File: src/hw/rtl/tlpq_pkg.sv
// Types and constants of the three-level priority task queue.
package tlpq_pkg;

  localparam int ID_W  = 8;
  localparam int LVL_W = 2;
  localparam int OP_W  = 3;
  localparam int ST_W  = 2;

  typedef enum logic [OP_W-1:0] {
    OP_APPEND = 3'd0,
    OP_POP    = 3'd1,
    OP_PEEK   = 3'd2,
    OP_CANCEL = 3'd3,
    OP_ALL    = 3'd4
  } op_e;

  typedef enum logic [ST_W-1:0] {
    ST_OK   = 2'd0,
    ST_NONE = 2'd1,
    ST_FULL = 2'd2,
    ST_BUSY = 2'd3
  } status_e;

  // Broadcast from the controller to every cell of one level.
  typedef struct packed {
    logic            pop;
    logic            cancel;
    logic            append;
    logic            drain;
    logic [ID_W-1:0] id;
  } cell_ctrl_t;

  // Summary of one level reported back to the controller.
  typedef struct packed {
    logic            nonempty;
    logic            second;
    logic            full;
    logic            hit;
    logic [ID_W-1:0] front_id;
    logic [ID_W-1:0] tail_id;
  } row_stat_t;

endpackage

File: src/hw/rtl/tlpq_cell.sv
// One queue slot: holds an id, compares it and shifts toward the front.
module tlpq_cell import tlpq_pkg::*; (
  input  logic            clk_i,
  input  logic            rst_ni,
  input  cell_ctrl_t      ctrl_i,
  input  logic            carry_i,
  output logic            carry_o,
  input  logic            prev_valid_i,
  input  logic [ID_W-1:0] nbr_id_i,
  input  logic            nbr_valid_i,
  output logic [ID_W-1:0] id_o,
  output logic            valid_o,
  output logic            match_o,
  output logic            tail_o
);

  logic            valid_q, valid_d;
  logic [ID_W-1:0] id_q, id_d;
  logic            take, write, drop;

  assign match_o = valid_q && (id_q == ctrl_i.id);
  assign tail_o  = valid_q && !nbr_valid_i;
  // Once a removal point is passed, every later slot takes its neighbor.
  assign take    = carry_i || (ctrl_i.cancel && match_o);
  assign carry_o = take;
  assign write   = ctrl_i.append && !valid_q && prev_valid_i;
  assign drop    = ctrl_i.drain && tail_o;

  always_comb begin
    valid_d = valid_q;
    id_d    = id_q;
    if (take) begin
      valid_d = nbr_valid_i;
      id_d    = nbr_id_i;
    end else if (write) begin
      valid_d = 1'b1;
      id_d    = ctrl_i.id;
    end else if (drop) begin
      valid_d = 1'b0;
    end
  end

  always_ff @(posedge clk_i or negedge rst_ni) begin
    if (!rst_ni) begin
      valid_q <= 1'b0;
    end else begin
      valid_q <= valid_d;
    end
  end

  always_ff @(posedge clk_i) begin
    id_q <= id_d;
  end

  assign id_o    = id_q;
  assign valid_o = valid_q;

endmodule

File: src/hw/rtl/tlpq_row.sv
// One priority level: a chain of slot cells, front at cell zero.
module tlpq_row import tlpq_pkg::*; #(
  parameter int DEPTH = 16
) (
  input  logic       clk_i,
  input  logic       rst_ni,
  input  cell_ctrl_t ctrl_i,
  output row_stat_t  stat_o
);

  logic [ID_W-1:0] ids   [DEPTH];
  logic [ID_W-1:0] nbr_id[DEPTH];
  logic [DEPTH-1:0] valid, nbr_valid, prev_valid, match, tail;
  logic [DEPTH:0]   carry;
  logic [ID_W-1:0]  tail_id;

  assign carry[0] = ctrl_i.pop;

  for (genvar i = 0; i < DEPTH; i++) begin : g_cell
    if (i == DEPTH - 1) begin : g_end
      assign nbr_id[i]    = '0;
      assign nbr_valid[i] = 1'b0;
    end else begin : g_mid
      assign nbr_id[i]    = ids[i+1];
      assign nbr_valid[i] = valid[i+1];
    end
    if (i == 0) begin : g_head
      assign prev_valid[i] = 1'b1;
    end else begin : g_body
      assign prev_valid[i] = valid[i-1];
    end

    tlpq_cell u_cell (
      .clk_i        (clk_i),
      .rst_ni       (rst_ni),
      .ctrl_i       (ctrl_i),
      .carry_i      (carry[i]),
      .carry_o      (carry[i+1]),
      .prev_valid_i (prev_valid[i]),
      .nbr_id_i     (nbr_id[i]),
      .nbr_valid_i  (nbr_valid[i]),
      .id_o         (ids[i]),
      .valid_o      (valid[i]),
      .match_o      (match[i]),
      .tail_o       (tail[i])
    );
  end

  // At most one cell is the tail.
  always_comb begin
    tail_id = '0;
    for (int i = 0; i < DEPTH; i++) begin
      tail_id = tail_id | (ids[i] & {ID_W{tail[i]}});
    end
  end

  assign stat_o.nonempty = valid[0];
  assign stat_o.second   = valid[1];
  assign stat_o.full     = valid[DEPTH-1];
  assign stat_o.hit      = |match;
  assign stat_o.front_id = ids[0];
  assign stat_o.tail_id  = tail_id;

endmodule

File: config.mk
export PLATFORM = sky130hd
export DESIGN_NAME = tlpq_row
export DESIGN_NICKNAME = d
export VERILOG_FILES = /design/src/hw/rtl/tlpq_pkg.sv /design/src/hw/rtl/tlpq_cell.sv /design/src/hw/rtl/tlpq_row.sv
export SDC_FILE = /design/constraint.sdc
export NUM_CORES = 1
export LEC_CHECK = 0
export BUFFER_PORTS_ARGS = -buffer_cell sky130_fd_sc_hd__buf_2
export CAP_MARGIN = 20
export CORE_MARGIN = 3
export CORE_UTILIZATION = 30
export CTS_CLUSTER_SIZE = 28
export DETAILED_ROUTE_END_ITERATION = 10
export GPL_TIMING_DRIVEN = 0
export SLEW_MARGIN = 40
export SYNTH_ARGS = -nofsm -noshare
export SYNTH_HDL_FRONTEND = slang
export SYNTH_SLANG_ARGS = --single-unit
File: constraint.sdc
create_clock -name clk_i -period 3.7 [get_ports clk_i]
set_input_delay 0 -clock clk_i [delete_from_list [all_inputs] [get_ports clk_i]]
set_output_delay 0 -clock clk_i [all_outputs]
set_load 0.05 [all_outputs]
==> results_tabular.tex <==
\begin{tabular}{lr}
\hline
Metric & Value \\
\hline
\multicolumn{2}{l}{\textbf{CTS}} \\
Clk slew on worst S/H paths & $\sim$0.070 ns \\
Worst-case clock buffer depth & 2 \\
Root Buffer & clkbuf\_16 \\
Sinks on the clock net & 144 \\
CTS H-tree depth & 4 \\
Total clock buffers created by CTS & 17 \\
Clock latency reported for the late side of the worst-skew pair & 0.44 ns \\
Setup bufs post-CTS & 0 \\
CTS tree & yes \\
\multicolumn{2}{l}{\textbf{Final layout}} \\
Core utilization of the finished layout & a little over a third \\
Ratio of cells with drive above 1 in the final layout & 23.3\% \\
Area growth from synthesis to final layout & 13.5\% \\
Antenna fix cells & 0 \\
Finished Layout Cells & between 1,000 and 1,500 \\
Net count reported at finish & 887 \\
\multicolumn{2}{l}{\textbf{Detailed routing}} \\
Average wire length per cell after detail routing & 27.0 um \\
Detail-routed via count per cell & about 5.8 \\
DRT iter0 DRCs & 1,123 \\
Total wirelength of the detailed-routed design & roughly 35,000 um \\
Detailed-route via count & 7,353 \\
Total iterations of the first detailed-routing run & 5 \\
Remaining antenna violation count & 0 \\
Number of DRC violations after detailed routing & 0 \\
\multicolumn{2}{l}{\textbf{Power and ir drop}} \\
Worst VDD drop & between 0.3 and 0.4 mV \\
Pwr dens & about 680 nW/um2 \\
Leakage component of the power & 3.63 nW \\
\multicolumn{2}{l}{\textbf{Floorplanning}} \\
Starting Density & 30.5\% \\
Area of the placeable core & 29,800 um2 \\
Overall die area & 32,500 um2 \\
Vertical extent of the die & around 180 um \\
I/O pin count & 34 \\
Horiz. Die Dim & 180 um \\
\# rows & 63 \\
\multicolumn{2}{l}{\textbf{Global routing}} \\
Number of global-route vias before repair & 6,976 \\
Global-route wire length before repair & 49,500 um \\
Largest net degree at the start of global routing & 17 \\
Grt ovf & 0 \\
Global-route usage over all layers & a little over a fifth \\
Number of antenna violations at the first check in global routing & 0 \\
\multicolumn{2}{l}{\textbf{STA}} \\
Count of endpoints failing hold in the final timing report & 0 \\
Final sum of negative setup slack & 0 ns \\
Fin Clk Skew & $\sim$0.011 ns \\
RSZ-0062 raised after global routing & false \\
Highest achievable clock rate & 0.309 GHz \\
Setup violations, final & 0 \\
PnR worst setup slack & 0.461 ns \\
Clock period minus worst slack & around 3.2 ns \\
Final worst path period share & 87.5\% \\
Hold Slack & 0.0207 ns \\
Final number of max-transition violations & 0 \\
Slew HR & 36.6\% \\
Worst Tran Pin Value & 0.952 ns \\
\multicolumn{2}{l}{\textbf{Synthesis}} \\
Number of flops mapped to enable cells by yosys & 120 \\
Mapped Cells & 829 \\
Post-Syn Area & 9100 um2 \\
Number of nets in the synthesized netlist & approximately 840 \\
Flip-flop and latch count after synthesis & 144 \\
Seq/Total Area, Yosys & 45.8\% \\
Count of yosys warnings during synthesis & 0 \\
Flip-flop cell with the highest count after synthesis & edfxtp\_1 \\
Async set-reset flop share out of synthesis & between 10 and 15\% \\
Count of different cell masters after synthesis & between 50 and 60 \\
Mean cell area of the mapped netlist & around 11 um2 \\
\multicolumn{2}{l}{\textbf{Placement}} \\
Detailed placement HPWL & roughly 25,000 um \\
Number of I/O port buffers & 24 \\
Pre-CTS worst setup slack & 0.616 ns \\
Number of placed instances with taps included & 1,243 \\
GP Congestion & just under 1 \\
\multicolumn{2}{l}{\textbf{Critical path}} \\
CP cell instances & xnor2\_1 > nand4\_1 > nor3\_2 > a21oi\_2 > o21ai\_1 > a21o\_1 > buf\_2 > nand2b\_1 \\
WP data required & 3.79 ns \\
CP Class & reg2reg \\
Largest incremental delay on the critical path & 0.62 ns \\
Crit end category & register \\
Worst-path cell with the longest stage delay & nor3\_2 \\
Startpoint kind of the worst setup timing path & register \\
CP max FO & 10 \\
CP Data Arrival Time & 3.33 ns \\
\multicolumn{2}{l}{\textbf{Worst hold path}} \\
HP Class & in2reg \\
\multicolumn{2}{l}{\textbf{Job}} \\
Number of max-cap violations & 0 \\
\multicolumn{2}{l}{\textbf{Status}} \\
Status & finished clean \\
\hline
\end{tabular}
-- layout make-up --
| type | instances | area, um2 |
|---|---|---|
| Buffer | 76 | 463 |
| Inverter | 4 | 15.0 |
| Sequential cell | 144 | 4160 |
| Clock buffer | 20 | 447 |
| Tap cell | 390 | 488 |
| Timing Repair Buffer | 25 | 130 |
| Clock inverter | 12 | 160 |
| Fill cell | 2997 | 19500 |
| Multi-Input combinational cell | 605 | 4470 |
-- layout by cell type, fill, tap and decap left out, drive strengths merged, types with 17 or more instances in the layout --
cell type / netlist / final
xnor2: 113 / 113
nor2: 27 / 27
nand2: 112 / 112
buf: 39 / 63
a21oi: 33 / 33
clkbuf: 37 / 57
nand4: 27 / 27
nand3: 17 / 17
edfxtp: 120 / 120
nor3: 24 / 24
a22o: 21 / 21
a221oi: 27 / 27
mux2: 104 / 104
-- metal layers --
metal  global-route usage (%)  routed length, um
met1                     29.8              14100
met2                     31.0              14800
met3                     4.60               4150
met4                     7.49               1420
met5                        0                  0
-- kinds of logic after synthesis --
logic type	after synthesis	synth area share, %
buf+inv	80	5.22
compound gates	139	11.3
xor+xnor	128	12.3
flops	144	45.8
mux	104	13.2
simple gates	234	12.2
-- worst paths after layout --
kind                       slack [ns]  depth (start not counted)                      from                         to
max                              0.46                          8  g_cell[0].u_cell.id_o[4]   g_cell[5].u_cell.id_o[7]
min                              0.02                          2                ctrl_i[11]   g_cell[0].u_cell.valid_o
max reg2reg                      0.46                          8  g_cell[0].u_cell.id_o[4]   g_cell[5].u_cell.id_o[7]
min reg2reg                      0.60                          2  g_cell[1].u_cell.id_o[6]   g_cell[0].u_cell.id_o[6]
max in group asynchronous        3.19                          2                    rst_ni  g_cell[12].u_cell.valid_o
min in group asynchronous        0.11                          2                    rst_ni   g_cell[5].u_cell.valid_o
-- registers in the layout, summed over array words and instances (netlist names) --
signal / flops
g_cell.u_cell.id_o: 128
g_cell.u_cell.valid_o: 16
-- cell usage after synthesis (2+ instances only) --
| master | instances | share of area [%] |
|---|---|---|
| edfxtp_1 | 120 | 40 |
| xnor2_1 | 113 | 11 |
| nand2_1 | 110 | 4.5 |
| mux2_2 | 90 | 11 |
| clkbuf_1 | 37 | 1.5 |
| a21oi_1 | 32 | 1.8 |
| nand4_1 | 27 | 1.9 |
| nor2_1 | 27 | 1.1 |
| a221oi_1 | 25 | 2.4 |
| nor3_1 | 24 | 1.3 |
| a22o_1 | 21 | 2.0 |
| buf_4 | 18 | 1.5 |
| dfrtp_1 | 16 | 4.4 |
| nand3_1 | 16 | 0.88 |
| nor2b_1 | 15 | 1.0 |
| xor2_1 | 15 | 1.4 |
| buf_6 | 13 | 1.6 |
| a21o_1 | 12 | 0.99 |
| o22ai_1 | 10 | 0.69 |
| buf_2 | 8 | 0.44 |
| dfxtp_1 | 8 | 1.8 |
| mux2_4 | 8 | 1.3 |
| a22oi_1 | 6 | 0.49 |
| mux2_1 | 6 | 0.74 |
| a31oi_1 | 5 | 0.34 |
| o21ai_0 | 5 | 0.27 |
| inv_1 | 4 | 0.16 |
| a211oi_1 | 3 | 0.25 |
| nor4_1 | 3 | 0.21 |
| o21a_1 | 3 | 0.25 |
| o21ai_1 | 3 | 0.16 |
| a211o_1 | 2 | 0.19 |
| a221oi_2 | 2 | 0.33 |
| nand2_2 | 2 | 0.14 |
| nand2b_1 | 2 | 0.14 |
| nor4_2 | 2 | 0.27 |
-- metrics by stage --
stage | total power [mW] | instance area (um2)
after CTS | 6.97 | 10300
after global routing | 7.27 | 10300
after floorplan | 4.28 | 9100
final | 7.04 | 10300
after global placement | 5.15 | 9710
after detailed placement | 5.16 | 9720
-- timing repair --
item,4_1_cts,5_1_grt
gates resized for setup,0,0
hold buffers,1,0
endpoints found under the hold margin,16,0
-- report_power, final --
group          internal (mW)  leakage [nW]  switching, mW  total, mW
clock                   1.08         0.283          0.734       1.82
sequential              2.20          1.43          0.523       2.73
combinational          0.913          1.92           1.59       2.50
total                   4.20          3.63           2.84       7.04
-- worst max-delay path, delay by kind of cell (launching register included) --
kind,cells,cell delay [ns]
AND/OR/NAND/NOR,3,1.17
flip-flops,1,0.50
buffers and inverters,1,0.23
XOR/XNOR,1,0.20
AO/OA/AOI/OAI,3,0.78
Power figures use the tool's default switching activity.
